--- src/design/afsa_pkg.sv ---
package afsa_pkg;

  localparam int unsigned DimW = 11;
  localparam int unsigned QuotW = 10;
  localparam int unsigned RemW = 20;
  localparam int unsigned DefScreenWidth = 240;
  localparam int unsigned DefScreenHeight = 160;

  typedef enum logic [1:0] {
    KIND_NONE  = 2'd0,
    KIND_FILL  = 2'd1,
    KIND_IMAGE = 2'd2
  } kind_e;

  typedef enum logic [2:0] {
    REG_SRC_W   = 3'd0,
    REG_SRC_H   = 3'd1,
    REG_PITCH   = 3'd2,
    REG_BOX_L   = 3'd3,
    REG_BOX_T   = 3'd4,
    REG_BOX_W   = 3'd5,
    REG_BOX_H   = 3'd6,
    REG_BG      = 3'd7
  } reg_e;

  typedef struct packed {
    logic              en;
    logic              busy;
    logic [9:0]        src_w;
    logic [9:0]        src_h;
    logic [9:0]        pitch;
    logic signed [11:0] box_l;
    logic signed [11:0] box_t;
    logic signed [11:0] box_r;
    logic signed [11:0] box_b;
    logic signed [11:0] img_l;
    logic signed [11:0] img_t;
    logic signed [11:0] img_r;
    logic signed [11:0] img_b;
    logic [DimW-1:0]   out_w;
    logic [DimW-1:0]   out_h;
    logic [15:0]       bg;
  } fit_t;

  typedef struct packed {
    logic             valid;
    kind_e            kind;
    logic [RemW-1:0]  rem_c;
    logic [RemW-1:0]  rem_r;
    logic [QuotW-1:0] q_c;
    logic [QuotW-1:0] q_r;
  } cell_t;

endpackage

--- src/design/afsa_fit.sv ---
module afsa_fit
  import afsa_pkg::*;
#(
  parameter int unsigned SCREEN_WIDTH = DefScreenWidth,
  parameter int unsigned SCREEN_HEIGHT = DefScreenHeight
) (
  input  logic        clk_i,
  input  logic        rst_ni,
  input  logic        cfg_we_i,
  input  logic [2:0]  cfg_index_i,
  input  logic [15:0] cfg_data_i,
  output fit_t        fit_o
);

  typedef enum logic [2:0] {F_IDLE, F_MUL, F_SEL, F_DIV, F_FIN} state_e;

  state_e state_q;
  logic [9:0]  sw_q, sh_q, pitch_q;
  logic signed [9:0] bl_q, bt_q;
  logic [8:0]  bw_q, bh_q;
  logic [15:0] bg_q;
  logic [18:0] p1_q, p2_q, num_q;
  logic [10:0] rem_q;
  logic [9:0]  den_q;
  logic        wl_q;
  logic [4:0]  cnt_q;
  logic        en_q;
  logic [DimW-1:0] ow_q, oh_q;
  logic signed [11:0] ix_q, iy_q;

  logic [10:0] rem_sh;
  logic        take;
  logic [DimW-1:0] pw, ph, qc, qw, qh, lim_w, lim_h;
  logic        zero;

  assign lim_w = DimW'(SCREEN_WIDTH);
  assign lim_h = DimW'(SCREEN_HEIGHT);
  assign rem_sh = {rem_q[9:0], num_q[18]};
  assign take = rem_sh >= {1'b0, den_q};
  assign zero = (sw_q == '0) || (sh_q == '0) || (bw_q == '0) || (bh_q == '0);

  always_comb begin
    pw = ({2'b0, bw_q} > lim_w) ? lim_w : {2'b0, bw_q};
    ph = ({2'b0, bh_q} > lim_h) ? lim_h : {2'b0, bh_q};
    qc = (num_q > 19'(1023)) ? DimW'(1024) : DimW'(num_q);
    if (qc == '0) qc = DimW'(1);
    qw = (qc > lim_w) ? lim_w : qc;
    qh = (qc > lim_h) ? lim_h : qc;
  end

  always_ff @(posedge clk_i or negedge rst_ni) begin
    if (!rst_ni) begin
      state_q <= F_IDLE;
      en_q <= 1'b0;
      sw_q <= '0;
      sh_q <= '0;
      pitch_q <= '0;
      bl_q <= '0;
      bt_q <= '0;
      bw_q <= '0;
      bh_q <= '0;
      bg_q <= '0;
    end else if (cfg_we_i) begin
      state_q <= F_MUL;
      en_q <= 1'b0;
      case (reg_e'(cfg_index_i))
        REG_SRC_W: sw_q <= cfg_data_i[9:0];
        REG_SRC_H: sh_q <= cfg_data_i[9:0];
        REG_PITCH: pitch_q <= cfg_data_i[9:0];
        REG_BOX_L: bl_q <= cfg_data_i[9:0];
        REG_BOX_T: bt_q <= cfg_data_i[9:0];
        REG_BOX_W: bw_q <= cfg_data_i[8:0];
        REG_BOX_H: bh_q <= cfg_data_i[8:0];
        REG_BG:    bg_q <= cfg_data_i;
        default:   bg_q <= bg_q;
      endcase
    end else begin
      case (state_q)
        F_MUL: begin
          state_q <= F_SEL;
        end
        F_SEL: begin
          state_q <= F_DIV;
        end
        F_DIV: begin
          if (cnt_q == 5'd18) state_q <= F_FIN;
        end
        F_FIN: begin
          state_q <= F_IDLE;
          en_q <= !zero;
        end
        default: state_q <= F_IDLE;
      endcase
    end
  end

  always_ff @(posedge clk_i) begin
    case (state_q)
      F_MUL: begin
        p1_q <= 19'(bw_q * sh_q);
        p2_q <= 19'(bh_q * sw_q);
      end
      F_SEL: begin
        wl_q <= p1_q <= p2_q;
        num_q <= (p1_q <= p2_q) ? p1_q : p2_q;
        den_q <= (p1_q <= p2_q) ? sw_q : sh_q;
        rem_q <= '0;
        cnt_q <= '0;
      end
      F_DIV: begin
        cnt_q <= cnt_q + 5'd1;
        rem_q <= take ? (rem_sh - {1'b0, den_q}) : rem_sh;
        num_q <= {num_q[17:0], take};
      end
      F_FIN: begin
        ow_q <= wl_q ? pw : qw;
        oh_q <= wl_q ? qh : ph;
        ix_q <= 12'(bl_q) + 12'(({2'b0, bw_q} - (wl_q ? pw : qw)) >> 1);
        iy_q <= 12'(bt_q) + 12'(({2'b0, bh_q} - (wl_q ? qh : ph)) >> 1);
      end
      default: begin
        cnt_q <= cnt_q;
      end
    endcase
  end

  always_comb begin
    fit_o.en = en_q;
    fit_o.busy = (state_q != F_IDLE);
    fit_o.src_w = sw_q;
    fit_o.src_h = sh_q;
    fit_o.pitch = pitch_q;
    fit_o.box_l = 12'(bl_q);
    fit_o.box_t = 12'(bt_q);
    fit_o.box_r = 12'(bl_q) + 12'(bw_q);
    fit_o.box_b = 12'(bt_q) + 12'(bh_q);
    fit_o.img_l = ix_q;
    fit_o.img_t = iy_q;
    fit_o.img_r = ix_q + 12'(ow_q);
    fit_o.img_b = iy_q + 12'(oh_q);
    fit_o.out_w = ow_q;
    fit_o.out_h = oh_q;
    fit_o.bg = bg_q;
  end

endmodule

--- src/design/afsa_div_cell.sv ---
module afsa_div_cell
  import afsa_pkg::*;
#(
  parameter int unsigned SHIFT = 0
) (
  input  logic            clk_i,
  input  logic            rst_ni,
  input  logic            adv_i,
  input  logic [DimW-1:0] div_c_i,
  input  logic [DimW-1:0] div_r_i,
  input  cell_t           cell_i,
  output cell_t           cell_o
);

  cell_t cell_q;
  logic [RemW:0] trial_c, trial_r;
  logic take_c, take_r;

  assign trial_c = (RemW+1)'(div_c_i) << SHIFT;
  assign trial_r = (RemW+1)'(div_r_i) << SHIFT;
  assign take_c = {1'b0, cell_i.rem_c} >= trial_c;
  assign take_r = {1'b0, cell_i.rem_r} >= trial_r;

  always_ff @(posedge clk_i or negedge rst_ni) begin
    if (!rst_ni) begin
      cell_q <= '0;
    end else if (adv_i) begin
      cell_q.valid <= cell_i.valid;
      cell_q.kind <= cell_i.kind;
      cell_q.rem_c <= take_c ? cell_i.rem_c - trial_c[RemW-1:0] : cell_i.rem_c;
      cell_q.rem_r <= take_r ? cell_i.rem_r - trial_r[RemW-1:0] : cell_i.rem_r;
      cell_q.q_c <= cell_i.q_c | (QuotW'(take_c) << SHIFT);
      cell_q.q_r <= cell_i.q_r | (QuotW'(take_r) << SHIFT);
    end
  end

  assign cell_o = cell_q;

endmodule

--- src/design/aspect_fit_scaler_address.sv ---
// Aspect-fit nearest-neighbor scaler, address stage.
// The slave stream takes one screen coordinate per word, x in tdata[7:0]
// and y in tdata[15:8]. For each word the master stream returns one word:
// tuser holds the kind (none, margin or image pixel), tdata the source
// column, row, source offset and the margin color.
// Registers are written through the cfg channel, which is always ready.
// After each write a small sequencer recomputes the fitted size with a
// serial divider; s_axis_tready stays low in the write cycle and while
// the sequencer is busy.
// Words then flow at one per cycle unless the output stalls. An accepted
// input word passes a compare stage, a multiply stage, a row of ten
// divider cells (one quotient bit of column and row each) and the output
// register, which also forms the source offset (row times pitch plus column).
// The whole pipeline holds while the output word waits and m_axis_tready
// is low; s_axis_tready then falls in the same cycle, so no word is lost.
// Reset clears all registers to zero, which disables drawing, and empties
// the pipeline.
module aspect_fit_scaler_address
  import afsa_pkg::*;
#(
  parameter int unsigned SCREEN_WIDTH = DefScreenWidth,
  parameter int unsigned SCREEN_HEIGHT = DefScreenHeight
) (
  input  logic        clk_i,
  input  logic        rst_ni,
  input  logic        cfg_valid_i,
  output logic        cfg_ready_o,
  input  logic [2:0]  cfg_index_i,
  input  logic [15:0] cfg_data_i,
  input  logic        s_axis_tvalid,
  output logic        s_axis_tready,
  input  logic [15:0] s_axis_tdata,   // screen_x, screen_y
  output logic        m_axis_tvalid,
  input  logic        m_axis_tready,
  output logic [55:0] m_axis_tdata,   // source_col, source_row, source_offset, fill_color
  output logic [1:0]  m_axis_tuser    // pixel_kind
);

  fit_t fit;
  logic adv;
  logic f_valid_q, out_valid_q;
  kind_e f_kind_q, f_kind_d, out_kind_q;
  logic [DimW-1:0] f_dx_q, f_dy_q;
  logic signed [11:0] sx, sy;
  logic in_box, in_img;
  cell_t chain [0:QuotW];
  logic [9:0] out_col_q, out_row_q;
  logic [19:0] out_off_q;
  logic [15:0] out_fill_q;

  afsa_fit #(.SCREEN_WIDTH(SCREEN_WIDTH), .SCREEN_HEIGHT(SCREEN_HEIGHT)) u_fit (
    .clk_i, .rst_ni,
    .cfg_we_i(cfg_valid_i),
    .cfg_index_i,
    .cfg_data_i,
    .fit_o(fit)
  );

  assign cfg_ready_o = 1'b1;
  assign adv = !out_valid_q || m_axis_tready;
  assign s_axis_tready = adv && !fit.busy && !cfg_valid_i;

  assign sx = 12'(s_axis_tdata[7:0]);
  assign sy = 12'(s_axis_tdata[15:8]);

  always_comb begin
    in_box = fit.en
      && ({3'b0, s_axis_tdata[7:0]} < DimW'(SCREEN_WIDTH))
      && ({3'b0, s_axis_tdata[15:8]} < DimW'(SCREEN_HEIGHT))
      && (sx >= fit.box_l) && (sx < fit.box_r)
      && (sy >= fit.box_t) && (sy < fit.box_b);
    in_img = (sx >= fit.img_l) && (sx < fit.img_r)
      && (sy >= fit.img_t) && (sy < fit.img_b);
    f_kind_d = !in_box ? KIND_NONE : (in_img ? KIND_IMAGE : KIND_FILL);
  end

  always_ff @(posedge clk_i or negedge rst_ni) begin
    if (!rst_ni) begin
      f_valid_q <= 1'b0;
      f_kind_q <= KIND_NONE;
      f_dx_q <= '0;
      f_dy_q <= '0;
      chain[0] <= '0;
      out_valid_q <= 1'b0;
      out_kind_q <= KIND_NONE;
      out_col_q <= '0;
      out_row_q <= '0;
      out_off_q <= '0;
      out_fill_q <= '0;
    end else if (adv) begin
      f_valid_q <= s_axis_tvalid && s_axis_tready;
      f_kind_q <= f_kind_d;
      f_dx_q <= DimW'(sx - fit.img_l);
      f_dy_q <= DimW'(sy - fit.img_t);
      chain[0].valid <= f_valid_q;
      chain[0].kind <= f_kind_q;
      chain[0].rem_c <= RemW'(f_dx_q * fit.src_w);
      chain[0].rem_r <= RemW'(f_dy_q * fit.src_h);
      chain[0].q_c <= '0;
      chain[0].q_r <= '0;
      out_valid_q <= chain[QuotW].valid;
      out_kind_q <= chain[QuotW].kind;
      out_col_q <= (chain[QuotW].kind == KIND_IMAGE) ? chain[QuotW].q_c : '0;
      out_row_q <= (chain[QuotW].kind == KIND_IMAGE) ? chain[QuotW].q_r : '0;
      out_off_q <= (chain[QuotW].kind == KIND_IMAGE)
        ? 20'(chain[QuotW].q_r * fit.pitch) + 20'(chain[QuotW].q_c) : '0;
      out_fill_q <= (chain[QuotW].kind == KIND_FILL) ? fit.bg : '0;
    end
  end

  for (genvar k = 0; k < QuotW; k++) begin : g_cell
    afsa_div_cell #(.SHIFT(QuotW - 1 - k)) u_cell (
      .clk_i, .rst_ni,
      .adv_i(adv),
      .div_c_i(fit.out_w),
      .div_r_i(fit.out_h),
      .cell_i(chain[k]),
      .cell_o(chain[k+1])
    );
  end

  assign m_axis_tvalid = out_valid_q;
  assign m_axis_tuser = out_kind_q;
  assign m_axis_tdata = {out_fill_q, out_off_q, out_row_q, out_col_q};

endmodule

--- config.mk ---
export PLATFORM = sky130hd
export DESIGN_NAME = aspect_fit_scaler_address
export DESIGN_NICKNAME = d
export VERILOG_FILES = /design/src/design/afsa_pkg.sv /design/src/design/afsa_fit.sv /design/src/design/afsa_div_cell.sv /design/src/design/aspect_fit_scaler_address.sv
export SDC_FILE = /design/constraint.sdc
export NUM_CORES = 2
export LEC_CHECK = 0
export BUFFER_PORTS_ARGS = -buffer_cell sky130_fd_sc_hd__buf_4
export CORE_MARGIN = 1
export CORE_UTILIZATION = 28
export CTS_CLUSTER_DIAMETER = 40
export CTS_CLUSTER_SIZE = 25
export DETAILED_ROUTE_END_ITERATION = 8
export REMOVE_ABC_BUFFERS = 1
export SYNTH_ARGS = -nofsm -noshare
export SYNTH_HDL_FRONTEND = slang
export SYNTH_SLANG_ARGS = --single-unit
export TNS_END_PERCENT = 1
--- constraint.sdc ---
create_clock -name clk_i -period 5.65 [get_ports clk_i]
set_input_delay 1.13 -clock clk_i [delete_from_list [all_inputs] [get_ports clk_i]]
set_output_delay 1.13 -clock clk_i [all_outputs]
set_load 0.005 [all_outputs]
**Yosys cells after proc, flatten, opt, wreduce, memory -nomap -nowiden**

Index checks and enable logic that the tools add are counted.
W data, S select, Z words.

- Word-level logic and storage cells: 281
- Bits of input ports: 40
- Register bits after elaboration: 916

- $lt $le $gt $ge: 37
- Bitwise logic cells: 18
- Add/sub/neg operators: 31
- Mux-type cells: 45
- Reductions and logical operators: 37
- Eq/ne operators: 15
- $mul: 5

Operators with widths:

| cell | number |
|---|---|
| $mux W20 | 19 |
| $mux W11 | 8 |
| $add A12 B11 Y12 | 4 |
| $lt A9 B12 Y1 | 4 |
| $ge A20 B11 Y1 | 2 |
| $ge A20 B12 Y1 | 2 |
| $ge A20 B13 Y1 | 2 |
| $ge A20 B14 Y1 | 2 |
| $ge A20 B15 Y1 | 2 |
| $ge A20 B16 Y1 | 2 |
| $ge A20 B17 Y1 | 2 |
| $ge A20 B18 Y1 | 2 |
| $ge A20 B19 Y1 | 2 |
| $ge A20 B20 Y1 | 2 |
| $mul A11 B10 Y20 | 2 |
| $mux W10 | 4 |
| $sub A20 B12 Y20 | 2 |
| $sub A20 B13 Y20 | 2 |
| $sub A20 B14 Y20 | 2 |
| $sub A20 B15 Y20 | 2 |
| $sub A20 B16 Y20 | 2 |
| $sub A20 B17 Y20 | 2 |
| $sub A20 B18 Y20 | 2 |
| $sub A20 B19 Y20 | 2 |
| other kinds (53) | 111 |

**Logic depth before layout (Yosys ltp)**

- Depth in word-level cells: 9
- Mapped depth: 23
- Gate-level depth less buffers: 22

**Hierarchy**

From an unflattened synthesis, not the netlist that was laid out.

- Cells, all modules: 7991
- Area, all modules: 75647.6 µm²

By module, submodules not included:

| module | area an instance (µm²) | sequential area each (µm²) | instances | cells each |
|---|---|---|---|---|
| afsa_fit | 18666.7 | 6075.8 | 1 | 1879 |
| aspect_fit_scaler_address | 17508.0 | 3178.0 | 1 | 1969 |
| afsa_div_cell at g_cell[7].u_cell | 4126.5 | 1576.5 | 1 | 439 |
| afsa_div_cell at g_cell[9].u_cell | 4126.5 | 1576.5 | 1 | 468 |
| afsa_div_cell at g_cell[8].u_cell | 4042.6 | 1576.5 | 1 | 430 |
| afsa_div_cell at g_cell[5].u_cell | 4041.4 | 1576.5 | 1 | 449 |
| afsa_div_cell at g_cell[3].u_cell | 3918.8 | 1576.5 | 1 | 407 |
| afsa_div_cell at g_cell[6].u_cell | 3915.0 | 1576.5 | 1 | 407 |
| afsa_div_cell at g_cell[4].u_cell | 3908.7 | 1576.5 | 1 | 430 |
| afsa_div_cell at g_cell[2].u_cell | 3866.2 | 1576.5 | 1 | 389 |
| afsa_div_cell at g_cell[1].u_cell | 3824.9 | 1576.5 | 1 | 375 |
| afsa_div_cell at g_cell[0].u_cell | 3702.3 | 1576.5 | 1 | 349 |

**Worst setup path after synthesis**

Ideal clock, no wire load.

- Path kind: flip-flop to flip-flop
- Start point: register u_fit.sw_q[1]
- End point: register chain[689] in the netlist's numbering
- Slack: 0.689 ns
- Cell stages (with the launch flop): 19
- Arrival time: 4.879 ns
- Buffers on the path: 1
- Path through: dfrtp_1 > clkbuf_1 > nand2_1 > fa_1 > inv_1 > fa_1 > inv_1 > fa_1 > fa_1 > inv_1 > fa_1 > ha_1 > o21a_1 > o21ai_0 > o21bai_1 > a31oi_1 > o21a_1 > or3_1 > a31oi_1

- Longest elaborated chain between the ends: 1

Ends and longest elaborated chain:

| element | RTL line | source |
|---|---|---|
| start: declaration | afsa_fit.sv:18 | `logic [9:0] sw_q, sh_q, pitch_q;` |
| start signal: assignment | afsa_fit.sv:67 | `REG_SRC_W: sw_q <= cfg_data_i[9:0];` |
| $mul A11 B10 Y20 | aspect_fit_scaler_address.sv:97 | `chain[0].rem_c <= RemW'(f_dx_q * fit.src_w);` |
| end: declaration | aspect_fit_scaler_address.sv:46 | `cell_t chain [0:QuotW];` |

Every way passes these cells.
A chain may end at the register's enable or synchronous reset.

**Worst setup path after layout**

- Start point: register u_fit.num_q[3]
- End point: register u_fit.iy_q[10] (data pin)

- Longest elaborated chain between the ends: 9

Ends and longest elaborated chain:

| element | RTL line | source |
|---|---|---|
| start: declaration | afsa_fit.sv:22 | `logic [18:0] p1_q, p2_q, num_q;` |
| start signal: assignment | afsa_fit.sv:105 | `num_q <= (p1_q <= p2_q) ? p1_q : p2_q;` |
| start signal: assignment | afsa_fit.sv:113 | `num_q <= {num_q[17:0], take};` |
| $gt A19 B10 Y1 | afsa_fit.sv:45 | `qc = (num_q > 19'(1023)) ? DimW'(1024) : DimW'(num_q);` |
| $mux W11 (*) | afsa_fit.sv:45 |  |
| $logic_not A11 Y1 | afsa_fit.sv:46 | `if (qc == '0) qc = DimW'(1);` |
| $mux W11 (*) | afsa_fit.sv:46 |  |
| $gt A11 B8 Y1 | afsa_fit.sv:48 | `qh = (qc > lim_h) ? lim_h : qc;` |
| $mux W11 (*) | afsa_fit.sv:48 |  |
| $mux W11 (*) | afsa_fit.sv:119 | `iy_q <= 12'(bt_q) + 12'(({2'b0, bh_q} - (wl_q ? qh : ph)) >> 1);` |
| $sub A9 B12 Y12 (*) | afsa_fit.sv:119 |  |
| $add A12 B11 Y12 (*) | afsa_fit.sv:119 |  |
| end signal: assignment | afsa_fit.sv:119 |  |
| end: declaration | afsa_fit.sv:29 | `logic signed [11:0] ix_q, iy_q;` |

Every way passes the cells marked *; elsewhere a longest branch is shown, timed or not.

==> impl_results.md <==
- Via count of the first global-routing pass: around 54000
- Placer Congestion: ~0.92
- P&R area growth vs syn: 14.1%
- Period utilization: between 90% and 100%
- #FFs+latches synth: ~840
- Number of endpoints failing setup at the final stage: 0
- Buffers added on ports: 99
- Final layout net count: roughly 8500
- Layout Skew: between 40 and 50 ps
- Remaining design rule violation count: 48
- Number of enable flip-flop cells after synthesis: approximately 130
- Synth warn: 0
- CP dominant cell by count: sky130_fd_sc_hd__a21oi_1
- Drt wl/cell: between 15 and 20 µm
- Met1 wire length: 81800 µm
- CP arrival: 5820 ps
- Crit-path cells: or4_4 > o311ai_4 > nand3_1 > or3_1 > ha_1 > inv_1 > o21ai_0 > a2111oi_1 > a21oi_1 > a311oi_2 > nor2_1 > xor2_1 > ha_1 > a21oi_1 > o21bai_1 > a21oi_1 > o21bai_1 > a21oi_1 > mux2i_1 > o2111ai_1
- Fmax: around 190 MHz
- Kind of capture point of the worst setup path: register
- Most used flip-flop cell after synthesis: sky130_fd_sc_hd__dfrtp_1
- Horizontal die dimension: roughly 490 µm
- Drt initial violations: 3483
- CTS clock-pin slew for the worst setup and hold paths: 60 ps
- Clock buffer depth: 3
- Count of unique library cells instantiated by Yosys: 98
- Startpoint-to-endpoint class of the critical path: register to register
- Netlist area before placement: 67000 µm²
- Outcome: finished with violations
- H-tree levels: 4
- Minimum period implied by the final worst setup slack: approximately 5300 ps
- Clock insertion delay at the later pin of the skew report: between 700 and 800 ps
- Number of maximum-capacitance violations: 0
- Worst Setup Start Kind: register
- Clock tree from TritonCTS: yes
- Worst-path maximum fanout: 8
- Site row count: ~180
- Cell chosen for the clock root: sky130_fd_sc_hd__clkbuf_16
- Slew Limit Headroom: between 20% and 30%
- Ports placed on the boundary: approximately 100
- Top post-synthesis cells by area: sky130_fd_sc_hd__dfrtp_1, sky130_fd_sc_hd__ha_1, sky130_fd_sc_hd__fa_1
- Sequential element share of the synthesized area: about a third
- Avg Inst Size Synth: ~9.0 µm²
- Worst path setup slack after routing: approximately 320 ps
- RSZ-0062 raised after global routing: false
- First-pass GRT wire length: between 200000 and 300000 µm
- Ratio of cells with drive above 1 in the final layout: 8.49%
- Half-perimeter wire length after detailed placement: 136000 µm
- Detailed route wirelength on metal2: roughly 87000 µm
- Crit path max-delay cell type: sky130_fd_sc_hd__or4_4
- Die boundary height: 491 µm
- Remaining number of nets flagged by the antenna check after routing: 0
- Ratio of routed vias to standard cells: around 4.9
- Endpoints failing hold: 0
- Largest area contributor in the netlist: sky130_fd_sc_hd__dfrtp_1
- Library cell with the highest instance count after synthesis: sky130_fd_sc_hd__nand2_1
- Clock buffers created by TritonCTS: about 140
- Number of antenna violations at the first check in global routing: 9
- Violations in the final reports: design-rule violations
- Most used standard cells in the synthesized netlist: sky130_fd_sc_hd__nand2_1, sky130_fd_sc_hd__dfrtp_1, sky130_fd_sc_hd__inv_1
- Final Slew Violations: 0
- Total die area: roughly 240000 µm²
- Worst path max stage delay: 610 ps
- Starting Density: about 28%
- Met3 layer wire length in the routed design: about 7800 µm
- Sinks on Clock Net: between 800 and 900
- Pin count of the biggest net entering global routing: ~210
- Path category of the worst min-delay check: primary input to asynchronous set/reset pin
- Worst-case setup slack after placement: between 300 and 400 ps
- Worst Tran Pin Value: about 1200 ps
- Post-synthesis cell count: about 7500
- Core box area: 238000 µm²
- Global Route Usage Sum: between 10% and 20%
- Top routing layer in use: met5
- Fraction of synthesis flops using an asynchronous set or reset pin: a little over four fifths
- Top cell type's share of synthesized area: 26.7%
- Worst EP required: around 6200 ps
- Number of iterations in the first detailed-routing pass: 7
- Via count of the routed design: ~53000
- Total wire length after detailed routing: about 180000 µm
- GR Overflow Total: 0
## final cells by class
| type | count | area [µm²] |
|---|---|---|
| fillers | 24700 | 161000 |
| multi-input cells | 5664 | 41700 |
| flip-flops and latches | 844 | 21800 |
| well taps | 3167 | 3960 |
| clock buffers | 151 | 3590 |
| inverters | 643 | 2410 |
| repair buffers | 208 | 1680 |
| clock inverters | 99 | 1280 |
| diodes | 3 | 7.51 |
## logic make-up after synthesis
kind of cell,after synthesis,share of synthesized area (%)
buffers and inverters,953,5.41
DFF,844,32.5
adders and majority gates,978,22.2
other,2,0.0112
AOI/OAI and AO/OA,1411,13.6
muxes,236,3.74
and+or+nand+nor,2764,19.0
xor gates and xnor gates,266,3.48
## through the flow
step	utilization (%)	hold WS (ps)	instances	cell area [µm²]	TNS, ps
4_1_cts	32.1	307	10800	76300	0
3_3_place_gp	30.0	445	10500	71500	0
3_5_place_dp	30.0	450	10500	71500	0
6_report	32.1	340	10800	76400	0
2_1_floorplan	-	430	7151	65800	-6706430
5_1_grt	32.1	344	10800	76400	0
## worst max-delay path: cells and delay by family, from the launching register on
family / cells / cell delay [ps]
simple gates: 4 / 1320
mux: 1 / 250
flops: 1 / 510
fa+ha+maj: 2 / 550
buf+inv: 1 / 90
compound gates: 11 / 2190
xor+xnor: 1 / 150
## timing repair
item / in CTS / in global routing
hold buffers: 0 / 0
setup endpoints to repair: 0 / 1
buffers inserted: 0 / 2
gates resized for setup: 0 / 3
## registers in the layout, summed over array words and instances (netlist names), 12 cells and up
signal                cells
u_fit.iy_q               12
chain                    43
u_fit.p1_q               19
out_fill_q               16
u_fit.num_q              19
g_cell.u_cell.cell_o    500
out_off_q                20
u_fit.bg_q               16
u_fit.ix_q               12
u_fit.p2_q               19
## worst paths after layout
check / from / end / slack, ps / cells past startpoint
setup / recovery: u_fit.num_q[3] / u_fit.iy_q[10] / 320 / 20
max in group asynchronous: rst_ni / chain[688] / 3850 / 2
hold reg to reg: g_cell[9].u_cell.cell_o[62] / g_cell[9].u_cell.cell_o[62] / 460 / 2
hold / removal: rst_ni / g_cell[5].u_cell.cell_o[38] / 340 / 1
setup reg to reg: u_fit.num_q[3] / u_fit.iy_q[10] / 320 / 20
min in group clk_i: g_cell[9].u_cell.cell_o[62] / g_cell[9].u_cell.cell_o[62] / 460 / 2
## metal layers
metal,vias to the layer above,track usage (%)
li1,25700,-
met1,26000,19.6
met2,1157,25.5
met3,354,2.09
met4,4,5.57
met5,-,0
## layout by cell type, fill, tap and decap left out, drive strengths merged, types with 89 or more instances in the layout
cell,instances
and2,226
clkbuf,151
a21o,89
a31oi,108
nor3,149
xor2,97
o21ai,312
inv,679
edfxtp,129
buf,208
mux2i,120
nor2,507
mux2,116
nand2,1280
fa,351
dfrtp,715
nand3,107
nor2b,105
xnor2,169
a21oi,395
ha,627
Power is left out: the tool's default activity adds up to more than one toggle a clock period on the data nets, which glitch-free logic cannot reach.
